==> src/hdl/uhks_pkg.sv <==
package uhks_pkg;

    localparam int MAX_SLOTS   = 6;
    localparam int KEY_SLOTS_D = 6;
    localparam int QDEPTH      = 2;

    localparam logic [31:0] CP_MAX  = 32'h0010_FFFF;
    localparam logic [31:0] SURR_LO = 32'h0000_D800;
    localparam logic [31:0] SURR_HI = 32'h0000_DFFF;

    localparam logic [7:0] SHIFT_MASK     = 8'h22;
    localparam logic [7:0] MOD_CTRL_SHIFT = 8'h03;
    localparam logic [7:0] USAGE_A        = 8'h04;
    localparam logic [7:0] USAGE_U        = 8'h18;
    localparam logic [7:0] USAGE_1        = 8'h1E;
    localparam logic [7:0] USAGE_0        = 8'h27;
    localparam logic [7:0] USAGE_SPACE    = 8'h2C;
    localparam logic [7:0] USAGE_CAPS     = 8'h39;

    localparam logic [2:0] DIG_TOP = 3'd5;
    localparam logic [2:0] DIG_MID = 3'd4;
    localparam logic [2:0] DIG_LOW = 3'd3;

    typedef logic [MAX_SLOTS-1:0][7:0] t_slots;

    typedef struct packed {
        logic [7:0]  mods;
        t_slots      slots;
        logic        caps;
        logic [23:0] cp;
        logic [2:0]  start;
    } t_job;

    function automatic logic [7:0] f_digit_key(logic [3:0] d);
        logic [7:0] k;
        if (d == 4'd0) begin
            k = USAGE_0;
        end else if (d < 4'd10) begin
            k = USAGE_1 + {4'd0, d} - 8'd1;
        end else begin
            k = USAGE_A + {4'd0, d} - 8'd10;
        end
        return k;
    endfunction

    function automatic t_slots f_insert(t_slots s, logic [7:0] key, logic [2:0] n);
        t_slots r;
        logic   present;
        logic   done;
        r       = s;
        present = 1'b0;
        done    = 1'b0;
        for (int i = 0; i < MAX_SLOTS; i++) begin
            if (i < int'(n) && s[i] == key) begin
                present = 1'b1;
            end
        end
        if (key != 8'd0 && !present) begin
            for (int i = 0; i < MAX_SLOTS; i++) begin
                if (!done && i < int'(n) && s[i] == 8'd0) begin
                    r[i] = key;
                    done = 1'b1;
                end
            end
        end
        return r;
    endfunction

endpackage

==> src/hdl/uhks_front.sv <==
module uhks_front #(
    parameter int KEY_SLOTS = uhks_pkg::KEY_SLOTS_D
) (
    input  logic [31:0]          i_plain,
    input  logic [31:0]          i_alt,
    input  logic [7:0]           i_mods,
    input  uhks_pkg::t_slots     i_slots,
    input  logic                 i_caps,
    output logic                 o_keep,
    output uhks_pkg::t_job       o_job
);

    logic [31:0]      cp;
    logic             shifted;
    logic             has_room;
    logic             cp_ok;
    uhks_pkg::t_slots masked;

    always_comb begin
        masked   = '0;
        has_room = 1'b0;
        for (int i = 0; i < uhks_pkg::MAX_SLOTS; i++) begin
            if (i < KEY_SLOTS) begin
                masked[i] = i_slots[i];
                if (i_slots[i] == 8'd0) begin
                    has_room = 1'b1;
                end
            end
        end
    end

    assign shifted = (i_mods & uhks_pkg::SHIFT_MASK) != 8'd0;
    assign cp      = (shifted != i_caps) ? i_alt : i_plain;
    assign cp_ok   = (cp <= uhks_pkg::CP_MAX) &&
                     !(cp inside {[uhks_pkg::SURR_LO:uhks_pkg::SURR_HI]});
    assign o_keep  = cp_ok && has_room;

    always_comb begin
        o_job.mods  = i_mods;
        o_job.slots = masked;
        o_job.caps  = i_caps;
        o_job.cp    = cp[23:0];
        if (cp[23:20] != 4'd0) begin
            o_job.start = uhks_pkg::DIG_TOP;
        end else if (cp[19:16] != 4'd0) begin
            o_job.start = uhks_pkg::DIG_MID;
        end else begin
            o_job.start = uhks_pkg::DIG_LOW;
        end
    end

endmodule

==> src/hdl/uhks_queue.sv <==
module uhks_queue #(
    parameter int DEPTH = uhks_pkg::QDEPTH
) (
    input  logic           i_clk,
    input  logic           i_rst_n,
    input  logic           i_push,
    input  uhks_pkg::t_job i_job,
    output logic           o_full,
    input  logic           i_pop,
    output logic           o_valid,
    output uhks_pkg::t_job o_job
);

    localparam int PW = (DEPTH > 1) ? $clog2(DEPTH) : 1;
    localparam int CW = $clog2(DEPTH + 1);

    uhks_pkg::t_job r_mem [DEPTH];
    logic [PW-1:0]  r_wr;
    logic [PW-1:0]  r_rd;
    logic [CW-1:0]  r_cnt;

    assign o_full  = r_cnt == CW'(DEPTH);
    assign o_valid = r_cnt != '0;
    assign o_job   = r_mem[r_rd];

    always_ff @(posedge i_clk) begin
        if (i_push) begin
            r_mem[r_wr] <= i_job;
        end
    end

    always_ff @(posedge i_clk) begin
        if (!i_rst_n) begin
            r_wr  <= '0;
            r_rd  <= '0;
            r_cnt <= '0;
        end else begin
            if (i_push) begin
                r_wr <= (r_wr == PW'(DEPTH - 1)) ? '0 : r_wr + 1'b1;
            end
            if (i_pop) begin
                r_rd <= (r_rd == PW'(DEPTH - 1)) ? '0 : r_rd + 1'b1;
            end
            r_cnt <= r_cnt + CW'(i_push) - CW'(i_pop);
        end
    end

    a_no_overflow: assert property (@(posedge i_clk) disable iff (!i_rst_n)
        i_push |-> (!o_full || i_pop))
        else $error("push into full queue");
    a_no_underflow: assert property (@(posedge i_clk) disable iff (!i_rst_n)
        i_pop |-> o_valid)
        else $error("pop from empty queue");

endmodule

==> src/hdl/uhks_back.sv <==
module uhks_back #(
    parameter int KEY_SLOTS = uhks_pkg::KEY_SLOTS_D
) (
    input  logic             i_clk,
    input  logic             i_rst_n,
    input  logic             i_job_valid,
    input  uhks_pkg::t_job   i_job,
    output logic             o_pop,
    output logic             o_valid,
    input  logic             i_ready,
    output logic [7:0]       o_mods,
    output uhks_pkg::t_slots o_slots,
    output logic             o_last
);

    typedef enum logic [2:0] {
        ST_CLEAR,
        ST_CAPS_A,
        ST_CSU,
        ST_DIGIT,
        ST_SPACE,
        ST_CAPS_B,
        ST_RESTORE
    } t_state;

    t_state           r_state;
    logic             r_rel;
    logic [2:0]       r_dig;
    logic             r_valid;
    logic [7:0]       r_mods;
    uhks_pkg::t_slots r_slots;
    logic             r_last;

    logic             emit;
    logic [3:0]       nib;
    logic [7:0]       key;
    logic [7:0]       tap_mods;
    logic [7:0]       n_mods;
    uhks_pkg::t_slots n_slots;

    assign emit = i_job_valid && (!r_valid || i_ready);
    assign nib  = 4'(i_job.cp >> {r_dig, 2'b00});
    assign o_pop = emit && (r_state == ST_RESTORE);

    always_comb begin
        tap_mods = 8'd0;
        case (r_state)
            ST_CAPS_A, ST_CAPS_B: key = uhks_pkg::USAGE_CAPS;
            ST_CSU: begin
                key      = uhks_pkg::USAGE_U;
                tap_mods = uhks_pkg::MOD_CTRL_SHIFT;
            end
            ST_DIGIT: key = uhks_pkg::f_digit_key(nib);
            ST_SPACE: key = uhks_pkg::USAGE_SPACE;
            default:  key = 8'd0;
        endcase
    end

    always_comb begin
        n_mods  = 8'd0;
        n_slots = i_job.slots;
        if (r_state == ST_RESTORE) begin
            n_mods = i_job.mods;
        end else if (r_state != ST_CLEAR && !r_rel) begin
            n_mods  = tap_mods;
            n_slots = uhks_pkg::f_insert(i_job.slots, key, 3'(KEY_SLOTS));
        end
    end

    always_ff @(posedge i_clk) begin
        if (!i_rst_n) begin
            r_state <= ST_CLEAR;
            r_rel   <= 1'b0;
            r_dig   <= '0;
            r_valid <= 1'b0;
        end else if (emit) begin
            r_valid <= 1'b1;
            r_mods  <= n_mods;
            r_slots <= n_slots;
            r_last  <= r_state == ST_RESTORE;
            case (r_state)
                ST_CLEAR: r_state <= i_job.caps ? ST_CAPS_A : ST_CSU;
                ST_RESTORE: r_state <= ST_CLEAR;
                default: begin
                    r_rel <= !r_rel;
                    if (r_rel) begin
                        case (r_state)
                            ST_CAPS_A: r_state <= ST_CSU;
                            ST_CSU: begin
                                r_state <= ST_DIGIT;
                                r_dig   <= i_job.start;
                            end
                            ST_DIGIT: begin
                                if (r_dig == 3'd0) begin
                                    r_state <= ST_SPACE;
                                end else begin
                                    r_dig <= r_dig - 3'd1;
                                end
                            end
                            ST_SPACE: r_state <= i_job.caps ? ST_CAPS_B : ST_RESTORE;
                            default:  r_state <= ST_RESTORE;
                        endcase
                    end
                end
            endcase
        end else if (i_ready) begin
            r_valid <= 1'b0;
        end
    end

    assign o_valid = r_valid;
    assign o_mods  = r_mods;
    assign o_slots = r_slots;
    assign o_last  = r_last;

    a_job_held: assert property (@(posedge i_clk) disable iff (!i_rst_n)
        (r_state != ST_CLEAR) |-> i_job_valid)
        else $error("job left queue mid run");
    a_dig_range: assert property (@(posedge i_clk) disable iff (!i_rst_n)
        (r_state == ST_DIGIT) |-> (r_dig <= uhks_pkg::DIG_TOP))
        else $error("digit index out of range");
    a_rel_clear: assert property (@(posedge i_clk) disable iff (!i_rst_n)
        (r_state == ST_CLEAR || r_state == ST_RESTORE) |-> !r_rel)
        else $error("release phase outside a tap");
    a_last_pop: assert property (@(posedge i_clk) disable iff (!i_rst_n)
        o_pop |=> (r_valid && r_last && r_state == ST_CLEAR))
        else $error("run end without last beat");

endmodule

==> src/hdl/unicode_hex_keystroke_sequencer.sv <==
// Unicode hex entry sequencer, 6KRO keyboard reports.
// s_axis: one beat per key press. tdata holds both code points, the held
//   modifier byte and the held key slots; tuser holds the caps lock state.
// m_axis: one beat per emitted report; tlast marks the restoring report.
// A press becomes a run of 14 to 22 report beats: clear, optional caps tap,
//   Ctrl+Shift+U tap, 4 to 6 hex digit taps, space tap, optional caps tap,
//   restore. Invalid code points or a full report give no beats.
// The back-end sequencer emits one report per cycle unless m_axis_tready stalls
//   it; a press passes through the job queue and then the output register.
// A 2-entry job queue sits between classification and the sequencer, so the
//   input keeps taking presses while a run is in progress.
// Output is registered; a stall on m_axis_tready holds the current beat and
//   pauses the sequencer, and the input stalls once the queue fills.
// Reset empties the queue and output register; no beat is pending after it.
module unicode_hex_keystroke_sequencer #(
    parameter int KEY_SLOTS = uhks_pkg::KEY_SLOTS_D
) (
    input  logic         i_clk,
    input  logic         i_rst_n,
    input  logic         s_axis_tvalid,
    output logic         s_axis_tready,
    // plain_codepoint, alternate_codepoint, held_modifiers, held_slot_0..5
    input  logic [119:0] s_axis_tdata,
    // caps_lock_on
    input  logic         s_axis_tuser,
    output logic         m_axis_tvalid,
    input  logic         m_axis_tready,
    // out_modifiers, out_slot_0..5
    output logic [55:0]  m_axis_tdata,
    output logic         m_axis_tlast
);

    logic             keep;
    logic             full;
    logic             push;
    logic             pop;
    logic             job_valid;
    uhks_pkg::t_job   in_job;
    uhks_pkg::t_job   head_job;
    logic [7:0]       out_mods;
    uhks_pkg::t_slots out_slots;

    assign s_axis_tready = !full;
    assign push          = s_axis_tvalid && !full && keep;

    uhks_front #(.KEY_SLOTS(KEY_SLOTS)) u_front (
        .i_plain (s_axis_tdata[31:0]),
        .i_alt   (s_axis_tdata[63:32]),
        .i_mods  (s_axis_tdata[71:64]),
        .i_slots (s_axis_tdata[119:72]),
        .i_caps  (s_axis_tuser),
        .o_keep  (keep),
        .o_job   (in_job)
    );

    uhks_queue #(.DEPTH(uhks_pkg::QDEPTH)) u_queue (
        .i_clk   (i_clk),
        .i_rst_n (i_rst_n),
        .i_push  (push),
        .i_job   (in_job),
        .o_full  (full),
        .i_pop   (pop),
        .o_valid (job_valid),
        .o_job   (head_job)
    );

    uhks_back #(.KEY_SLOTS(KEY_SLOTS)) u_back (
        .i_clk       (i_clk),
        .i_rst_n     (i_rst_n),
        .i_job_valid (job_valid),
        .i_job       (head_job),
        .o_pop       (pop),
        .o_valid     (m_axis_tvalid),
        .i_ready     (m_axis_tready),
        .o_mods      (out_mods),
        .o_slots     (out_slots),
        .o_last      (m_axis_tlast)
    );

    assign m_axis_tdata = {out_slots, out_mods};

endmodule
==> config.mk <==
export PLATFORM = sky130hd
export DESIGN_NAME = unicode_hex_keystroke_sequencer
export DESIGN_NICKNAME = d
export VERILOG_FILES = /design/src/hdl/uhks_pkg.sv /design/src/hdl/uhks_front.sv /design/src/hdl/uhks_queue.sv /design/src/hdl/uhks_back.sv /design/src/hdl/unicode_hex_keystroke_sequencer.sv
export SDC_FILE = /design/constraint.sdc
export NUM_CORES = 1
export LEC_CHECK = 0
export BUFFER_PORTS_ARGS = -buffer_cell sky130_fd_sc_hd__buf_4
export CORE_MARGIN = 3
export CORE_UTILIZATION = 28
export CTS_CLUSTER_SIZE = 40
export DETAILED_ROUTE_END_ITERATION = 8
export PLACE_DENSITY = 0.52
export SLEW_MARGIN = 0
export SYNTH_ARGS = -nofsm -noshare
export SYNTH_HDL_FRONTEND = slang
export SYNTH_SLANG_ARGS = --single-unit
==> constraint.sdc <==
create_clock -name i_clk -period 39.2 [get_ports i_clk]
set_input_delay 5.88 -clock i_clk [delete_from_list [all_inputs] [get_ports i_clk]]
set_output_delay 5.88 -clock i_clk [all_outputs]
set_load 0.05 [all_outputs]
# Word level (Yosys, flattened, before mapping)
# Memories as Yosys holds them, arrays and structs flattened. A register that Yosys moved wholly into a read port is not among the register bits.
# Index checks and enable logic that the tools add are counted.
totals:
  n_memories: 1
  ramBits: 168
  inputBits: 125
  reg_bits: 69
classes:
  n_eq_ne: 16
  reduce_logical: 55
  n_bitwise: 1
  n_lt_le_gt_ge: 4
  add_sub_neg: 9
  n_mux: 68
  shift: 1
memory_table:
  columns: ["name", "words", "width", "rd", "rd_ports_with_merged_regs", "write_ports", "line", "text"]
  rows:
  - ["u_queue.r_mem", 2, 84, 1, 1, 1, "uhks_queue.sv:17", "uhks_pkg::t_job r_mem [DEPTH];"]
op_table:
  columns: ["op", "count"]
  rows:
  - ["2-to-1 mux 48 bit", 3]
  - ["zero test 8 bit", 12]
  - ["2-to-1 mux 8 bit", 10]
  - ["equality test 8 bit", 6]
  - ["2-to-1 mux 1 bit", 42]
  - ["greater-or-equal comparator 32 x 16 -> 1 bit (second input constant)", 1]
  - ["less-or-equal comparator 32 x 16 -> 1 bit (second input constant)", 1]
  - ["less-or-equal comparator 32 x 21 -> 1 bit (second input constant)", 1]
  - ["2-to-1 mux 32 bit", 1]
  - ["one-hot mux 8 bit (4 select lines)", 1]
  - ["right shift 24 x 5 -> 4 bit", 1]
  - ["nonzero test 8 bit", 2]
  - ["2-to-1 mux 3 bit", 5]
  - ["logical AND 1 bit", 14]
  - ["one-hot mux 3 bit (2 select lines)", 2]
  - ["one-hot mux 3 bit (4 select lines)", 1]
  - ["zero test 1 bit", 10]
  - ["equality test 3 bit (second input constant)", 3]
  - ["nonzero test 4 bit", 2]
  - ["subtractor 8 x 1 -> 8 bit (second input constant)", 1]
  - ["subtractor 8 x 4 -> 8 bit (second input constant)", 1]
  - ["adder 5 x 4 -> 6 bit (first input constant)", 1]
  - ["equality test 3 x 2 -> 1 bit (second input constant)", 2]
  - ["zero test 3 bit", 2]
  - ["other kinds (21)", 29]

# Depth between registers and ports, before layout
logic_depth:
  ltp_word: 50
  ltp_mapped: 25

# Cells and area by module
# A second synthesis with hierarchy kept.
unflattened:
  cells_unflattened: 975
  area_unflattened_um2: 12762.2
modules_own_cells:
  columns: ["mod", "area_per_inst_um2", "cells_per_inst", "instances"]
  rows:
  - ["uhks_queue", 6532.5, 282, 1]
  - ["uhks_back", 5151.2, 561, 1]
  - ["uhks_front", 1066.0, 130, 1]
  - ["unicode_hex_keystroke_sequencer", 12.5, 2, 1]

# Least setup slack after synthesis
# OpenSTA, ideal clock, no wires.
synth_path:
  path_type: "input to register"
  from: "in s_axis_tdata[69]"
  to: "mem u_queue.r_mem[0][0] in the netlist's numbering (enable)"
  path_buffers: 1
  slack_ps: 22823
  arrival_time_ps: 15644
  setup_time_ps: 733
  required_ps: 38467
  cell_stages: 7
  cell_sequence: "nor2_1 xnor2_1 clkbuf_1 mux2_2 nor3_1 nand4_1 nor4_1"
synth_rtl:
  columns: ["element", "line", "text"]
  rows:
  - ["from (decl)", "unicode_hex_keystroke_sequencer.sv:23", "input logic [119:0] s_axis_tdata,"]
  - ["to (decl)", "uhks_queue.sv:17", null]

==> results.json <==
{
  "status": "finished, final reports clean",
  "n_fill_cell": 3825,
  "crit_required_ps": 39350,
  "cpMaxStageDelayCell": "buf_4",
  "critPathMaxFanout": 79,
  "fin_tns_setup_ps": 0,
  "syn_nets": 919,
  "rows": 72,
  "io_pins": 184,
  "synth_area_mm2": 0.0111,
  "worstSkewPairLatency_ps": 540,
  "drtAntennaViolNets": 0,
  "fin_crit_ps": 9510,
  "grtUsageTotal_pct": 13.6,
  "grt_pass1_wl_mm": 43.8,
  "routed_wl_mm": 29.4,
  "ir_drop_v": 0.0000190,
  "ys_ff_latch": 238,
  "cts_resized": 0,
  "fin_nets": 1110,
  "cts_root_buf": "clkbuf_16",
  "drive_above_1_share_pct": 29.8,
  "drt_iter0_markers": 534,
  "dieWidth_um": 205,
  "syn_area_per_cell_um2": 14.3,
  "vias_per_cell": 4.72,
  "vias": 7101,
  "die_y_um": 205,
  "min_path_type": "reg2reg",
  "yosys.area_share.simple_pct": 9.61,
  "place.gp.congestion": 0.810,
  "synth_fa_ha_area_share_pct": 1.84,
  "slew_headroom_pct": 17.1,
  "port_buffers": 183,
  "dp_cells": 1460,
  "antenna_found_initial": 0,
  "synth_top_family_by_area": "multiplexers",
  "antenna_cells": 0,
  "period_share_pct": 24.3,
  "cts_max_path_buffers": 3,
  "rsz0062_at_grt": "no",
  "slowest_delay_ps": 850,
  "clock-sinks": 238,
  "finalClockSkew_ps": 20.8,
  "synth-compound-area-share_pct": 6.75,
  "synth_warnings": 0,
  "cts_made_buffers": 26,
  "clock.fmax_mhz": 105,
  "crit_chain": "buf_4, nor2_1, xnor2_2, buf_4, mux2_2, nor4_1, o21ai_0, nor3_1, and2_4, buf_4",
  "core_mm2": 0.0389,
  "synth_top_cell_by_area": "edfxtp_1",
  "syn-instance-count": 779,
  "cts_tree": "yes",
  "netlist_top_cells_area": "edfxtp_1, mux2i_1, mux2_2",
  "synth-async-reset-ratio_pct": 0,
  "ys_seq_area_share_pct": 63.1,
  "area_growth_pct": 24.6,
  "grt_overflow": 0,
  "tightest_slew_ps": 1230,
  "htreeDepth": 1,
  "final_cells": 1506,
  "synth_cell_types": 69,
  "grt_max_degree": 80,
  "drv_slew": 0,
  "dieArea_mm2": 0.0422,
  "drc_errors": 0,
  "power.density_mw_per_mm2": 37.6,
  "max_cap_viol_count": 0,
  "hold_viol": 0,
  "synthMuxAreaShare_pct": 13.0,
  "setup_viol": 0,
  "start_util_pct": 28.6,
  "yosys.area.top_type_share_pct": 60.7,
  "path_clk_slew_ps": 60,
  "post-cts-setup-buffer-count": 0,
  "critPathLaunchType": "primary input",
  "cp_data_arrival_time_ps": 9650,
  "hpwl_mm": 20.9,
  "crit_path_frequent_cell": "buf_4",
  "critPathKind": "in2reg",
  "ctsHoldBuffers": 0,
  "routedWlPerCell_um": 19.5,
  "endpoint_kind": "flip-flop",
  "leakagePower_nw": 4.73,
  "grt_pass1_vias": 7141,
  "ys.flop_type": "edfxtp_1",
  "multi_input_area_mm2": 0.00391,
  "synth_xor_area_share_pct": 3.70,
  "synth_edf_count": 225,
  "first_pass_iters": 4,
  "register_area_mm2": 0.00702
}
[synth_stat cells (11+ instances only)]
cell,count
o21ai_0,29
a21oi_1,21
dfxtp_1,13
nand4_1,18
xnor2_1,36
mux2_2,33
nand3_1,18
mux2i_1,98
nor4_1,19
nor2_1,45
nand2_1,19
ha_1,14
buf_2,11
o21ai_1,12
edfxtp_1,225
xor2_1,11
inv_1,21
[cell usage in the layout (no fill, tap or decap), drive strengths merged, types with 11 or more instances in the layout]
master	n
dfxtp	13
inv	21
nor2	46
nand2	19
o21ai	42
buf	191
nor3	12
edfxtp	225
clkinv	11
xor2	11
clkbuf	31
mux2i	98
nand4	20
xnor2	36
nor4	22
ha	14
a21oi	23
mux2	33
nand3	21
[flip-flops by register name, summed over array words and instances, names as in the netlist, named ones only]
register	flops
u_back.o_last	1
u_back.o_mods	8
u_back.o_slots	48
u_back.o_valid	1
u_back.r_dig	3
u_back.r_rel	1
u_back.r_state	2
u_queue.r_cnt	2
u_queue.r_mem	168
u_queue.r_rd	1
u_queue.r_wr	1
[routing by layer]
layer,share of wire [%],routed length (um),track usage (%)
met1,46,13500,19.1
met2,48,14000,22.4
met3,5.7,1670,2.29
met4,1.1,316,2.59
met5,0,0,0
[final timing paths]
path | start | to | slack (ps) | cells past startpoint
worst max-delay path | s_axis_tdata[69] | u_queue.r_mem[1][52]$_DFFE_PP_ | 29690 | 10
worst min-delay path | u_queue.r_rd$_SDFFE_PN0P_ | flip-flop | 510 | 2
worst max register to register | flip-flop | u_back.o_slots[37]$_DFFE_PP_ | 32140 | 17
worst min register to register | u_queue.r_rd$_SDFFE_PN0P_ | flip-flop | 510 | 2
[through the flow]
| stage | setup slack [ps] | total power [mW] | area (um2) | hold slack [ps] | utilization (%) |
|---|---|---|---|---|---|
| global placement | 29190 | 0.302 | 13100 | 494 | 33.6 |
| detailed placement | 29140 | 0.302 | 13100 | 495 | 33.6 |
| global route | 29370 | 0.542 | 13900 | 534 | 35.6 |
| finish | 29690 | 0.521 | 13900 | 513 | 35.6 |
| floorplan | 22820 | 0.288 | 11100 | 481 | - |
| CTS | 29670 | 0.529 | 13900 | 510 | 35.6 |
[power by group]
group          internal (mW)  total (mW)  switching, mW  leakage, nW
Clock                  0.128       0.225         0.0969        0.373
Combinational         0.0111      0.0189        0.00773         2.21
Sequential             0.277       0.277    0.000000212         2.15
[worst max-delay path: cells and delay by family]
kind	cells	cell delay, ps
buffers and inverters	3	1300
and+or+nand+nor	4	1510
AOI/OAI and AO/OA	1	300
xor gates and xnor gates	1	140
muxes	1	410
[layout make-up]
type                            count  area share, %
Clock inverter                     15          0.803
Tap cell                          518           4.67
Timing Repair Buffer              191           10.3
Sequential cell                   238           50.6
Inverter                           21          0.568
Multi-Input combinational cell    492           28.2
Clock buffer                       31           4.83
[logic make-up (layout without fill, tap and decap cells)]
| group | after synthesis | after routing |
|---|---|---|
| buf+inv | 49 | 258 |
| xor+xnor | 47 | 47 |
| compound gates | 112 | 112 |
| flops | 238 | 238 |
| fa+ha+maj | 16 | 16 |
| mux | 135 | 135 |
| simple gates | 182 | 182 |
Power figures use the tool's default switching activity.
